**config.mk**
```make
export PLATFORM = sky130hd
export DESIGN_NAME = media_key_report_queue_flat
export DESIGN_NICKNAME = d
export VERILOG_FILES = /design/src/mkrq_pkg.sv /design/src/mkrq_if.sv /design/src/media_key_report_queue.sv /design/src/flat_wrapper.sv
export SDC_FILE = /design/constraint.sdc
export NUM_CORES = 1
export LEC_CHECK = 0
export BUFFER_PORTS_ARGS = -buffer_cell sky130_fd_sc_hd__buf_4
export CELL_PAD_IN_SITES_DETAIL_PLACEMENT = 1
export CELL_PAD_IN_SITES_GLOBAL_PLACEMENT = 1
export CORE_AREA = 2 2 131 133
export CTS_CLUSTER_SIZE = 12
export DETAILED_ROUTE_END_ITERATION = 8
export DIE_AREA = 0 0 133 135
export GPL_ROUTABILITY_DRIVEN = 0
export PLACE_DENSITY = 0.91
export SYNTH_ARGS = -nofsm -noshare
export SYNTH_HDL_FRONTEND = slang
export SYNTH_SLANG_ARGS = --single-unit
```
**constraint.sdc**
```tcl
create_clock -name clk_i -period 6.55 [get_ports clk_i]
set_clock_uncertainty 0.15 [all_clocks]
set_input_delay 0 -clock clk_i [delete_from_list [all_inputs] [get_ports clk_i]]
set_output_delay 0 -clock clk_i [all_outputs]
set_load 0.02 [all_outputs]
```
**src/mkrq_pkg.sv**
```systemverilog
// Shared types, constants and the usage lookup for the media key report queue.
// No dependencies; compiled first.
package mkrq_pkg;

  localparam int unsigned QueueDepthDefault = 16;
  localparam logic [15:0] ReleaseDelayReset = 16'd8;

  typedef enum logic [1:0] {
    OP_ENQUEUE = 2'd0,
    OP_TICK    = 2'd1,
    OP_SUSPEND = 2'd2
  } op_e;

  typedef enum logic [2:0] {
    ACT_PLAY_PAUSE = 3'd0,
    ACT_NEXT       = 3'd1,
    ACT_PREVIOUS   = 3'd2,
    ACT_VOL_UP     = 3'd3,
    ACT_VOL_DOWN   = 3'd4,
    ACT_MUTE       = 3'd5
  } action_e;

  localparam logic [9:0] UsagePlayPause = 10'h0CD;
  localparam logic [9:0] UsageNext      = 10'h0B5;
  localparam logic [9:0] UsagePrevious  = 10'h0B6;
  localparam logic [9:0] UsageVolUp     = 10'h0E9;
  localparam logic [9:0] UsageVolDown   = 10'h0EA;
  localparam logic [9:0] UsageMute      = 10'h0E2;
  localparam logic [9:0] UsageRelease   = 10'h000;

  typedef struct packed {
    logic [1:0]  op;
    logic [2:0]  action;
    logic        reserved_ok;
    logic [31:0] now_ms;
    logic        bus_suspended;
    logic        endpoint_ready;
    logic        report_taken;
    logic        wake_permitted;
  } item_t;

  typedef struct packed {
    logic       enqueue_ok;
    logic       report_valid;
    logic [9:0] report_usage;
  } result_t;

  function automatic logic [9:0] usage_of(input logic [2:0] action);
    logic [9:0] usage;
    case (action)
      ACT_PLAY_PAUSE: usage = UsagePlayPause;
      ACT_NEXT:       usage = UsageNext;
      ACT_PREVIOUS:   usage = UsagePrevious;
      ACT_VOL_UP:     usage = UsageVolUp;
      ACT_VOL_DOWN:   usage = UsageVolDown;
      ACT_MUTE:       usage = UsageMute;
      default:        usage = UsageRelease;
    endcase
    return usage;
  endfunction

endpackage

```
**src/mkrq_if.sv**
```systemverilog
// Valid/ready channel interfaces of the media key report queue.
// Depends on mkrq_pkg for the word types.
interface mkrq_item_if;
  import mkrq_pkg::*;
  logic  valid;
  logic  ready;
  item_t data;
  modport source (output valid, output data, input ready);
  modport sink (input valid, input data, output ready);
endinterface

interface mkrq_result_if;
  import mkrq_pkg::*;
  logic    valid;
  logic    ready;
  result_t data;
  modport source (output valid, output data, input ready);
  modport sink (input valid, input data, output ready);
endinterface

interface mkrq_cfg_if;
  logic        valid;
  logic        ready;
  logic [15:0] data;
  modport source (output valid, output data, input ready);
  modport sink (input valid, input data, output ready);
endinterface

```
**src/media_key_report_queue.sv**
```systemverilog
// Media key report queue: ring queue of pending media actions plus press/release sequencing.
// Depends on mkrq_pkg and the channel interfaces in mkrq_if.sv.
//
// A word accepted on item_i gives exactly one word on result_o. It passes through
// the input register, during which the head slot of the action store is already
// read from its registered port, and then the result register. One word is taken
// every cycle as long as result_o is drained.
// The input register and the result register each hold a word, so one more word
// is taken while a finished result waits, after which item_i stalls until result_o
// is read. The action store is a QUEUE_DEPTH-entry memory with one write and one
// registered read port and needs no clearing after reset. Configuration words on
// cfg_i are always accepted and take effect from the next cycle; write them only
// while the block is idle.
module media_key_report_queue #(
  parameter int unsigned QUEUE_DEPTH = mkrq_pkg::QueueDepthDefault
) (
  input  logic               clk_i,
  input  logic               rst_ni,
  mkrq_item_if.sink          item_i,
  mkrq_result_if.source      result_o,
  mkrq_cfg_if.sink           cfg_i
);
  import mkrq_pkg::*;

  localparam int unsigned SlotW = $clog2(QUEUE_DEPTH);
  localparam logic [SlotW-1:0] LastSlot = SlotW'(QUEUE_DEPTH - 1);

  function automatic logic [SlotW-1:0] next_slot(input logic [SlotW-1:0] s);
    return (s == LastSlot) ? '0 : s + 1'b1;
  endfunction

  item_t            item_q;
  logic             item_valid_q;
  result_t          result_q, result_d;
  logic             result_valid_q;
  logic [SlotW-1:0] rd_q, rd_d;
  logic [SlotW-1:0] wr_q, wr_d;
  logic             key_down_q, key_down_d;
  logic [31:0]      deadline_q, deadline_d;
  logic             wake_q, wake_d;
  logic [15:0]      delay_q;
  logic [2:0]       head_q;
  logic [2:0]       store [QUEUE_DEPTH];
  logic             adv;
  logic             we;

  assign adv          = item_valid_q && (!result_valid_q || result_o.ready);
  assign item_i.ready = !item_valid_q || adv;
  assign cfg_i.ready  = 1'b1;

  assign result_o.valid = result_valid_q;
  assign result_o.data  = result_q;

  always_comb begin
    logic [SlotW-1:0] wr_next;
    logic [SlotW-1:0] rd_t;
    logic [SlotW-1:0] wr_t;
    logic             full;
    logic             last_only;
    logic [31:0]      diff;

    rd_d       = rd_q;
    wr_d       = wr_q;
    key_down_d = key_down_q;
    deadline_d = deadline_q;
    wake_d     = wake_q;
    result_d   = '0;
    we         = 1'b0;
    wr_next    = next_slot(wr_q);
    full       = (wr_next == rd_q);
    last_only  = (next_slot(wr_next) == rd_q);
    rd_t       = rd_q;
    wr_t       = wr_q;
    diff       = item_q.now_ms - deadline_q;

    if (adv) begin
      case (item_q.op)
        OP_ENQUEUE: begin
          // keep one slot empty; the last usable slot needs reserved_ok
          if (!full && !(last_only && !item_q.reserved_ok)) begin
            we                  = 1'b1;
            wr_d                = wr_next;
            result_d.enqueue_ok = 1'b1;
          end
        end
        OP_TICK: begin
          // flush on a suspended bus without wake permission
          if (item_q.bus_suspended && !wake_q) begin
            rd_t = '0;
            wr_t = '0;
          end
          rd_d = rd_t;
          wr_d = wr_t;
          if (key_down_q) begin
            if (!diff[31] && item_q.endpoint_ready) begin
              result_d.report_valid = 1'b1;
              result_d.report_usage = UsageRelease;
              if (item_q.report_taken) begin
                key_down_d = 1'b0;
              end
            end
          end else if (rd_t != wr_t && item_q.endpoint_ready) begin
            result_d.report_valid = 1'b1;
            result_d.report_usage = usage_of(head_q);
            if (item_q.report_taken) begin
              rd_d       = next_slot(rd_t);
              key_down_d = 1'b1;
              deadline_d = item_q.now_ms + {16'd0, delay_q};
            end
          end
        end
        OP_SUSPEND: begin
          wake_d = item_q.wake_permitted;
          rd_d   = '0;
          wr_d   = '0;
        end
        default: begin
        end
      endcase
    end
  end

  // action store; head_q always holds the word at the next head slot
  always_ff @(posedge clk_i) begin
    if (we) begin
      store[wr_q] <= item_q.action;
    end
    if (we && wr_q == rd_d) begin
      head_q <= item_q.action;
    end else begin
      head_q <= store[rd_d];
    end
  end

  always_ff @(posedge clk_i or negedge rst_ni) begin
    if (!rst_ni) begin
      item_valid_q   <= 1'b0;
      result_valid_q <= 1'b0;
      rd_q           <= '0;
      wr_q           <= '0;
      key_down_q     <= 1'b0;
      deadline_q     <= '0;
      wake_q         <= 1'b0;
      delay_q        <= ReleaseDelayReset;
    end else begin
      if (item_i.ready) begin
        item_valid_q <= item_i.valid;
      end
      if (adv) begin
        result_valid_q <= 1'b1;
      end else if (result_o.ready) begin
        result_valid_q <= 1'b0;
      end
      rd_q       <= rd_d;
      wr_q       <= wr_d;
      key_down_q <= key_down_d;
      deadline_q <= deadline_d;
      wake_q     <= wake_d;
      if (cfg_i.valid) begin
        delay_q <= cfg_i.data;
      end
    end
  end

  always_ff @(posedge clk_i) begin
    if (item_i.valid && item_i.ready) begin
      item_q <= item_i.data;
    end
    if (adv) begin
      result_q <= result_d;
    end
  end

endmodule

```
**src/flat_wrapper.sv**
```systemverilog
// flat-port wrapper written by rule: the top's interface ports become plain ports
module media_key_report_queue_flat import mkrq_pkg::*;
#(
  parameter int unsigned QUEUE_DEPTH = mkrq_pkg::QueueDepthDefault
)
  (clk_i, rst_ni, item_i_valid, item_i_data, item_i_ready, result_o_valid, result_o_data, result_o_ready, cfg_i_valid, cfg_i_data, cfg_i_ready);
  mkrq_item_if item_i_i ();
  mkrq_result_if result_o_i ();
  mkrq_cfg_if cfg_i_i ();
  input  logic clk_i;
  input  logic rst_ni;
  input wire logic [$bits(item_i_i.valid)-1:0] item_i_valid;
  input wire logic [$bits(item_i_i.data)-1:0] item_i_data;
  output wire logic [$bits(item_i_i.ready)-1:0] item_i_ready;
  output wire logic [$bits(result_o_i.valid)-1:0] result_o_valid;
  output wire logic [$bits(result_o_i.data)-1:0] result_o_data;
  input wire logic [$bits(result_o_i.ready)-1:0] result_o_ready;
  input wire logic [$bits(cfg_i_i.valid)-1:0] cfg_i_valid;
  input wire logic [$bits(cfg_i_i.data)-1:0] cfg_i_data;
  output wire logic [$bits(cfg_i_i.ready)-1:0] cfg_i_ready;
  assign item_i_i.valid = item_i_valid;
  assign item_i_i.data = item_i_data;
  assign item_i_ready = item_i_i.ready;
  assign result_o_valid = result_o_i.valid;
  assign result_o_data = result_o_i.data;
  assign result_o_i.ready = result_o_ready;
  assign cfg_i_i.valid = cfg_i_valid;
  assign cfg_i_i.data = cfg_i_data;
  assign cfg_i_ready = cfg_i_i.ready;
  media_key_report_queue #(.QUEUE_DEPTH(QUEUE_DEPTH)) u_core (.clk_i(clk_i), .rst_ni(rst_ni), .item_i(item_i_i), .result_o(result_o_i), .cfg_i(cfg_i_i));
endmodule
```
# Word-level counts from Yosys, hierarchy flattened
# Memory sizes are Yosys's and may differ from the RTL's. A register that Yosys moved wholly into a read port is not among the register bits.
# Index checks and enable logic that the tools add are counted.
[op_classes]
n_addsub = 5
eq_ne = 14
mux = 32
n_bitwise = 1
n_reduce_logical = 24
[ops]
columns = ["cell", "n"]
rows = [
  ["2-to-1 mux 4 bit", 14],
  ["one-hot mux 8 bit (6 select lines)", 1],
  ["2-to-1 mux 11 bit", 3],
  ["adder 32 x 16 -> 32 bit", 1],
  ["subtractor 32 bit", 1],
  ["adder 4 x 1 -> 4 bit, second input constant", 3],
  ["equality test 4 bit, second input constant", 3],
  ["2-to-1 mux 1 bit", 12],
  ["one-hot mux 4 bit (3 select lines)", 1],
  ["equality test 4 bit", 2],
  ["one-hot mux 4 bit (2 select lines)", 1],
  ["logical AND 1 bit", 7],
  ["zero test 1 bit", 7],
  ["equality test 3 x 2 -> 1 bit, second input constant", 2],
  ["equality test 3 bit, second input constant", 2],
  ["AND reduction 5 bit", 1],
  ["!= test 4 bit", 1],
  ["AND reduction 2 bit", 2],
  ["equality test 3 x 1 -> 1 bit, second input constant", 1],
  ["zero test 3 bit", 1],
  ["AND reduction 3 bit", 1],
  ["nonzero test 3 bit", 1],
  ["equality test 2 x 1 -> 1 bit, second input constant", 1],
  ["equality test 2 bit, second input constant", 1],
  ["5 further kinds", 6],
]
[word_totals]
register_bits = 114
ram_bits = 48
in_bits = 63
output_inout_bits = 15
word_cells = 96
n_memories = 1
[mem_list]
columns = ["name", "words", "word_bits", "read_ports", "rd_clocked_by_memory_dff", "wr", "line", "text"]
rows = [
  ["u_core.store", 16, 3, 1, 1, 1, "media_key_report_queue.sv:43", "logic [2:0] store [QUEUE_DEPTH];"],
]

# Longest topological paths before layout
# Gate-level depths: netlist (run 1).
[logic_depth]
word_depth = 13
depth_mapped = 11

# Worst setup path before layout (run 1)
# Ideal clock, no wire load.
[synth_path]
path_type = "flip-flop to flip-flop"
from = "register u_core.wr_q[0]"
to = "memory u_core.store[3][0], enable pin"
setup_time_ns = 0.304
t_arrival_ns = 2.295
setup_slack_ns = 3.801
stages_incl_launch_ff = 10
n_path_buf = 1
period_less_slack_ns = 2.749
cell_sequence = "dfrtp_1 buf_2 inv_1 ha_1 nor2b_1 and3_1 o211ai_1 o211ai_1 a2111oi_4 and3b_1"
[synth_between]
elab_chain_len = 13
[synth_rtl]
columns = ["item", "line", "text"]
rows = [
  ["start, declared", "media_key_report_queue.sv:37", "logic [SlotW-1:0] wr_q, wr_d;"],
  ["start signal, assigned", "media_key_report_queue.sv:155", "wr_q <= wr_d;"],
  ["adder 4 x 1 -> 4 bit or equality test 4 bit (tied branches)", "media_key_report_queue.sv:29", "return (s == LastSlot) ? '0 : s + 1'b1;"],
  ["2-to-1 mux 4 bit", "media_key_report_queue.sv:29", ""],
  ["adder 4 x 1 -> 4 bit or equality test 4 bit (tied branches)", "media_key_report_queue.sv:29", ""],
  ["2-to-1 mux 4 bit", "media_key_report_queue.sv:29", ""],
  ["equality test 4 bit", "media_key_report_queue.sv:71", "last_only = (next_slot(wr_next) == rd_q);"],
  ["logical AND 1 bit", "media_key_report_queue.sv:80", "if (!full && !(last_only && !item_q.reserved_ok)) begin"],
  ["zero test 1 bit", "media_key_report_queue.sv:80", ""],
  ["logical AND 1 bit", "media_key_report_queue.sv:80", ""],
  ["2-to-1 mux 1 bit", "media_key_report_queue.sv:80", ""],
  ["2-to-1 mux 1 bit", "n/a", ""],
  ["2-to-1 mux 1 bit", "media_key_report_queue.sv:76", "if (adv) begin"],
  ["2-to-1 mux 1 bit", "media_key_report_queue.sv:125", "if (we) begin"],
  ["2-to-1 mux 1 bit (not written as such)", "media_key_report_queue.sv:126", "store[wr_q] <= item_q.action;"],
  ["end, declared", "media_key_report_queue.sv:43", ""],
]
# Parallel ways exist; a longest one is shown, timed or not.

# Worst setup path after layout (run 1)
[layout_path]
from = "register u_core.result_valid_q (netlist: u_core.result_o.valid)"
to = "register u_core.deadline_q[9]"
[layout_between]
elab_chain_len = 4
[layout_rtl]
columns = ["item", "line", "text"]
rows = [
  ["start, declared", "media_key_report_queue.sv:35", "logic result_valid_q;"],
  ["start signal, assigned", "media_key_report_queue.sv:138", "result_valid_q <= 1'b0;"],
  ["start signal, assigned", "media_key_report_queue.sv:150", "result_valid_q <= 1'b1;"],
  ["start signal, assigned", "media_key_report_queue.sv:152", "result_valid_q <= 1'b0;"],
  ["zero test 1 bit", "media_key_report_queue.sv:47", "assign adv = item_valid_q && (!result_valid_q || result_o.ready);"],
  ["logical OR 1 bit", "media_key_report_queue.sv:47", ""],
  ["logical AND 1 bit", "media_key_report_queue.sv:47", ""],
  ["AND reduction 5 bit (no source line)", "n/a", ""],
  ["end signal, assigned", "media_key_report_queue.sv:157", "deadline_q <= deadline_d;"],
  ["end, declared", "media_key_report_queue.sv:39", "logic [31:0] deadline_q, deadline_d;"],
]
# Every way passes these cells.
# A chain may end at the register's enable or synchronous reset.

==> key figures, run 1 <==
Pwr
  • VDD IR-drop max: between 0.2 and 0.25 mV
  • P_leak: between 0.004 and 0.005 uW
  • Pwr Density: 320.4 nW/um^2

Global route
  • GRT busiest layer: met2
  • Largest net degree at the start of global routing: 61
  • Initial antenna violation count: 0
  • Vias in the first global route: 7622
  • Global Route Usage Sum: roughly a third
  • GR Layer Usage met3: 6.231%
  • Congestion Overflow GR: 0
  • Global-route wire length before repair: roughly 44 mm
  • Met1 usage: 34.54%
  • Met2 Track Usage GR: between 60% and 70%

Route
  • Final antenna-violating net count: 0
  • Vias: 6835
  • Vias per cell: 6.311
  • Final wirelength: 28.31 mm
  • Drt pass-1 iters: 7
  • DRT iter0 DRCs: 535
  • DRC: 0
  • DR WL/cell: 26.14 microns

Placed design
  • Buffers added on ports: 74
  • HPWL after DPL: 15.24 mm
  • Post-DP Area: 9190 sq um

STA
  • Max-Slew Margin vs Limit: 27.82%
  • Setup TNS: 0 ns
  • Final Max Tran Viols: 0
  • RSZ-0062 raised after global routing: false
  • Final Critical Period: 3.464 ns
  • Worst slew pin tran: 1.083 ns
  • Final Hold Fails: 0
  • Post-route clock period utilization: 52.89%
  • Setup Viol. Count Final: 0
  • FMAX: 288.7 MHz

Setup path
  • R2R Path End: u_core.deadline_q[9]
  • Critical path arrival: between 3 and 4 ns
  • Reg2Reg Setup Slack: 3.09 ns
  • CP endpoint kind: flip-flop
  • Startpoint types: flip-flop
  • CP required: 6.78 ns
  • Crit path kind: reg2reg
  • Crit Path Max Fanout: 21
  • Worst reg-to-reg path cell count: 8
  • RR Startpoint: u_core.result_o.valid

Clock network
  • Setup bufs post-CTS: 0
  • CTS tree: yes
  • CTS buffer count: 17
  • Gates resized, CTS repair: 0
  • Clock Latency Late Sink: 0.44 ns
  • Clock slew at reported path FFs: 0.08 ns
  • Clk sink count: 164
  • H-tree depth: 4
  • Post-CTS Hold Buffers: 79
  • Root Buffer: clkbuf_16
  • Maximum clock path buffer count: 2

Logic synthesis
  • Synth unique cells: 69
  • Yosys top cell area share: between 30 and 40%
  • Yosys warns: 0
  • Syn Inst Count: approximately 700
  • Mapped Area: 8476 sq um
  • Post-synthesis sequential area ratio: 54.10%
  • Post-synth EDFFs: 100
  • Top cell type by total area after synthesis: edfxtp_1
  • Synthesized flop and latch total: 164
  • Largest cells by area after synthesis: edfxtp_1 35%, dfrtp_1 17%, ha_1 8.3%, mux4_2 3.5%, inv_1 2.3%
  • Main synth FF type: edfxtp_1
  • Asr flop ratio synth: 36.59%
  • Syn avg cell area: approximately 12 sq um

Run
  • # Max-Cap Violations: 0

Floorplan
  • Starting Density: between 50% and 60%
  • Die area: 17960 sq um
  • IO Count: just under 80
  • Core area: 16410 sq um
  • Rows: between 40 and 50
  • Height of the die: 135 microns
  • Die width: 133 microns

Layout
  • Register area: between 4000 and 5000 sq um
  • Ratio of cells with drive above 1 in the final layout: 16.94%
  • Final net count: between 900 and 1000
  • # fillers: 1639
  • Synth-to-Final Area Change: 24.34%
  • Commonest non-fill, non-tap cell in the layout: edfxtp_1
  • Most frequent cells in the layout: 100 x edfxtp_1, 79 x dlygate4sd3_1, 76 x buf_4
  • Design area: 10540 sq um
  • Area of the multi-input gates: 3563 sq um

Outcome
  • Run status: finished clean

Hold path
  • Worst hold path class: in2async
[where the power goes]
group / leakage, uW / switching, uW / internal, uW
combinational: 0.00225 / 552 / 408
sequential: 0.00171 / 159 / 1250
clock: 0.000273 / 480 / 529
[worst max-delay path by stage]
stage,startpoint,end,slack (ns),cells past startpoint
2_1_floorplan,u_core.wr_q[0],u_core.store[3][0],3.80,9
3_3_place_gp,u_core.wr_q[0],u_core.store[3][0],3.50,7
3_5_place_dp,u_core.wr_q[0],u_core.store[3][2],3.28,7
4_1_cts,u_core.wr_q[0],u_core.store[3][1],3.22,7
5_1_grt,u_core.wr_q[0],u_core.store[0][1],2.96,8
6_report,u_core.result_o.valid,u_core.deadline_q[9],3.09,8
[Yosys cell counts, types with 2 or more instances]
library cell / number
xor2_1: 6
ha_1: 56
o21ai_1: 7
o21ai_0: 31
nor2_1: 27
a32o_1: 2
nor3b_1: 2
xnor2_1: 20
and3_1: 15
dfxtp_1: 4
dfrtp_1: 59
a21o_1: 10
conb_1: 2
nand2b_1: 11
a21oi_1: 28
o31ai_1: 6
mux4_1: 2
inv_1: 52
o21a_1: 3
a31oi_1: 9
mux2_2: 17
a31o_2: 2
buf_2: 10
a211oi_1: 13
o2bb2ai_1: 4
nand2_1: 48
nor2b_1: 7
edfxtp_1: 100
and3b_1: 4
buf_4: 4
mux4_2: 13
buf_1: 4
o211ai_1: 18
and4_1: 11
or4_1: 8
nor3_1: 6
nand3_1: 19
a21oi_2: 2
a21boi_0: 2
nand3b_1: 5
nand4_1: 9
clkbuf_1: 8
and2_1: 7
mux2i_1: 3
[metal layers]
metal  routed length [microns]  share of wire [%]
met3                      1478                5.2
met2                     15260                 54
met5                         0                  0
met4                      1690                6.0
met1                      9874                 35
[final cells by class]
class | count | area share [%]
Sequential cell | 164 | 43.51
Clock inverter | 14 | 1.199
Multi-Input combinational cell | 459 | 33.81
Timing Repair Buffer | 155 | 12.92
Inverter | 52 | 1.852
Antenna cell | 1 | 0.02374
Clock buffer | 18 | 4.072
Tap cell | 220 | 2.612
[cells by family (layout without fill, tap and decap cells)]
kind of cell / Yosys count / after routing / synth area share, %
adder cells (fa/ha/maj): 57 / 57 / 8.503
AND/OR/NAND/NOR: 189 / 189 / 12.30
AO/OA/AOI/OAI: 149 / 149 / 11.72
buffers and inverters: 79 / 239 / 3.912
other: 2 / 4 / 0.08861
XOR/XNOR: 26 / 26 / 2.687
multiplexers: 35 / 35 / 6.687
flip-flops: 164 / 164 / 54.10
[state kept, by name, summed over array words and instances (netlist names), 4 cells and up, named ones only]
register,cells
u_core.result_o.data,10
u_core.item_q,42
u_core.delay_q,16
u_core.deadline_q,32
u_core.wr_q,4
u_core.store,48
u_core.rd_q,4
[metrics by stage]
| step | total power, uW | utilization (%) | hold WS, ns | cells | worst slack [ns] |
|---|---|---|---|---|---|
| floorplan | 1964 | - | -0.4456 | 702 | 3.801 |
| global placement | 2131 | 56.01 | -0.004329 | 971 | 3.503 |
| detailed placement | 2220 | 56.01 | -0.0001075 | 971 | 3.284 |
| CTS | 3240 | 64.22 | 0.08998 | 1082 | 3.225 |
| global route | 3498 | 64.22 | 0.1281 | 1082 | 2.956 |
| finish | 3376 | 64.23 | 0.08742 | 1083 | 3.086 |
[critical path: stages (launching register included)]
cell and delay [ns]:
dfrtp_1 0.41, nand2b_1 0.14, nand2_1 0.15, inv_1 0.57, and3_1 0.35, nand2_1 0.43, a2111oi_0 0.90, a31oi_1 0.16
nand3_1 0.14
No activity file was read; power rests on OpenSTA's default activity.
==> run 2, diff against run 1 <==
CORE_AREA = 2 2 142 144   (was 2 2 131 133)
DIE_AREA = 0 0 144 146   (was 0 0 133 135)
PLACE_DENSITY = 0.83   (was 0.91)
clock period = 2.9 ns   (was 6.55 ns; I/O delays follow)
==> key figures, run 2 (same netlist as run 1, synthesis figures left out) <==
Layout
  • Ratio of cells with drive above 1 in the final layout: 22.81% (was 16.94%)
  • Commonest non-fill, non-tap cell in the layout: buf_4 (was edfxtp_1)
  • Most frequent cells in the layout: 101 x buf_4, 100 x edfxtp_1, 79 x dlygate4sd3_1 (was 100 x edfxtp_1, 79 x dlygate4sd3_1, 76 x buf_4)
  • Final core occ: 56.87% (was 64.23%)
  • Most flop-heavy register: u_core.store (unchanged)
  • Synth-to-Final Area Change: 29.73% (was 24.34%)
  • Final net count: 997 (was 969)
  • Regs by FF count: u_core.store (48), u_core.item_q (42), u_core.deadline_q (32) (unchanged)
  • Max reg flops: 48 (unchanged)
  • N_diodes: 0 (was 1)

Route
  • Drt pass-1 iters: 4 (was 7)
  • DRT iter0 DRCs: 369 (was 535)
  • Vias: 6412 (was 6835)
  • Vias per cell: 5.552 (was 6.311)
  • Final antenna-violating net count: 0 (unchanged)
  • Final wirelength: 24.33 mm (was 28.31 mm)
  • DR WL/cell: 21.07 microns (was 26.14 microns)
  • DRC: 0 (unchanged)

Setup path
  • Crit Path Max Fanout: 16 (was 21)
  • Worst reg-to-reg path cell count: 9 (was 8)
  • Critical path arrival: 3.02 ns (was 3.69 ns)
  • R2R Path End: u_core.deadline_q[25] (was u_core.deadline_q[9])
  • CP Capture Point: u_core.deadline_q[25] (was u_core.deadline_q[9])
  • RR Startpoint: u_core.item_q[12] (was u_core.result_o.valid)
  • Setup crit start: u_core.item_q[12] (was u_core.result_o.valid)
  • CP required: 3.09 ns (was 6.78 ns)
  • Startpoint types: flip-flop (unchanged)
  • Reg2Reg Setup Slack: 0.07 ns (was 3.09 ns)
  • CP endpoint kind: flip-flop (unchanged)
  • Crit path kind: reg2reg (unchanged)

STA
  • Final Hold Fails: 0 (unchanged)
  • Setup Viol. Count Final: 0 (unchanged)
  • Post-route clock period utilization: 97.61% (was 52.89%)
  • Max-Slew Margin vs Limit: 44.59% (was 27.82%)
  • Worst slew pin tran: 0.8311 ns (was 1.083 ns)
  • FMAX: 353.3 MHz (was 288.7 MHz)
  • Final Critical Period: 2.831 ns (was 3.464 ns)
  • Final Max Tran Viols: 0 (unchanged)
  • RSZ-0062 raised after global routing: true (was false)

Floorplan
  • Die width: 144 microns (was 133 microns)
  • Height of the die: 146 microns (was 135 microns)
  • Starting Density: 43.84% (was 51.66%)
  • IO Count: 78 (unchanged)
  • Core area: 19330 sq um (was 16410 sq um)
  • Die area: 21020 sq um (was 17960 sq um)
  • Rows: 51 (was 47)

Global route
  • Largest net degree at the start of global routing: 61 (unchanged)
  • Met2 Track Usage GR: 43.67% (was 60.91%)
  • Initial antenna violation count: 0 (unchanged)
  • GR Layer Usage met3: 3.718% (was 6.231%)
  • Global Route Usage Sum: 23.57% (was 32.85%)
  • Met1 usage: 28.01% (was 34.54%)
  • Global-route wire length before repair: 37.96 mm (was 44.13 mm)
  • GRT busiest layer: met2 (unchanged)
  • Vias in the first global route: 7134 (was 7622)
  • Congestion Overflow GR: 0 (unchanged)

Outcome
  • Run status: finished clean (unchanged)

Placed design
  • HPWL after DPL: 15.01 mm (was 15.24 mm)
  • Buffers added on ports: 74 (unchanged)

Clock network
  • CTS tree: yes (unchanged)
  • Clk sink count: 164 (unchanged)
  • Clock slew at reported path FFs: 0.07 ns (was 0.08 ns)
  • CTS buffer count: 17 (unchanged)
  • Clock Latency Late Sink: 0.43 ns (was 0.44 ns)
  • Root Buffer: clkbuf_16 (unchanged)
  • Maximum clock path buffer count: 2 (unchanged)
  • H-tree depth: 4 (unchanged)

Pwr
  • Tot Pwr: 7685 uW (was 3376 uW)
  • P_leak: 0.004400 uW (was 0.004232 uW)
  • Pwr Density: 698.9 nW/um^2 (was 320.4 nW/um^2)
  • VDD IR-drop max: 0.4657 mV (was 0.2269 mV)

Hold path
  • Worst hold path class: in2async (unchanged)

Run
  • # Max-Cap Violations: 0 (unchanged)
==> run 2: cell types whose count changed in the layout (fill, tap and decap cells not counted), sizes merged <==
cell / change
inv: -4
clkbuf: +2
clkinv: +1
buf: +27
diode: -1
a21oi: +1
bufinv: +1
==> run 2: worst min-delay path by stage <==
stage	end	cells past startpoint	from	slack, ns
floorplan	u_core.deadline_q[0]	0	rst_ni	-0.45
global placement	u_core.delay_q[15]	1	rst_ni	0.005
detailed placement	u_core.delay_q[15]	1	rst_ni	-0.0008
CTS	u_core.delay_q[15]	2	rst_ni	0.09
global route	u_core.delay_q[13]	2	rst_ni	0.11
finish	u_core.delay_q[13]	2	rst_ni	0.05
==> run 2: metal layers <==
layer / vias to the layer above / share of wire [%]
li1: 2965 / -
met1: 3251 / 40
met2: 158 / 55
met3: 38 / 3.5
met4: 0 / 1.9
met5: - / 0
==> run 2: repair_timing <==
action | in CTS | in global routing
gates cloned | 0 | 1
endpoints found under the setup margin | 49 | 67
hold buffers | 79 | 0
buffers inserted | 1 | 6
gates resized for setup | 5 | 36
pin swaps | 3 | 13
hold endpoints to repair | 120 | 0
==> run 2: through the flow <==
| step | instance area [sq um] | std cells | TNS [ns] | hold slack [ns] | setup WS [ns] |
|---|---|---|---|---|---|
| after floorplan | 8479 | 702 | 0 | -0.4456 | 0.1508 |
| after global placement | 9397 | 1036 | 0 | 0.005199 | 0.03812 |
| after detailed placement | 9397 | 1036 | -7.185 | -0.0007996 | -0.1964 |
| after CTS | 10790 | 1148 | 0 | 0.09287 | 0.01318 |
| after global routing | 11000 | 1155 | -0.3337 | 0.1143 | -0.07499 |
| final | 11000 | 1155 | 0 | 0.05107 | 0.06917 |
==> run 2: cell type report <==
cell class	count	area, sq um
Fill cell	1965	8339
Inverter	52	195.2
Timing Repair Buffer	182	1572
Multi-Input combinational cell	460	3730
Clock inverter	12	132.6
Clock buffer	20	446.7
Sequential cell	164	4588
Tap cell	265	331.6
==> run 2: power breakdown <==
group / total [uW] / internal [uW] / switching (uW)
sequential: 3080 / 2820 / 262
combinational: 2350 / 1070 / 1280
clock: 2250 / 1290 / 961
==> run 2: critical path, cell delays in order, from the launching register on <==
cell and delay, ns:
edfxtp_1 0.46, ha_4 0.34, and4_1 0.25, nand3_1 0.11, a21oi_2 0.18, o211ai_1 0.17
o21a_1 0.24, buf_6 0.16, or4_1 0.47, a31oi_1 0.21
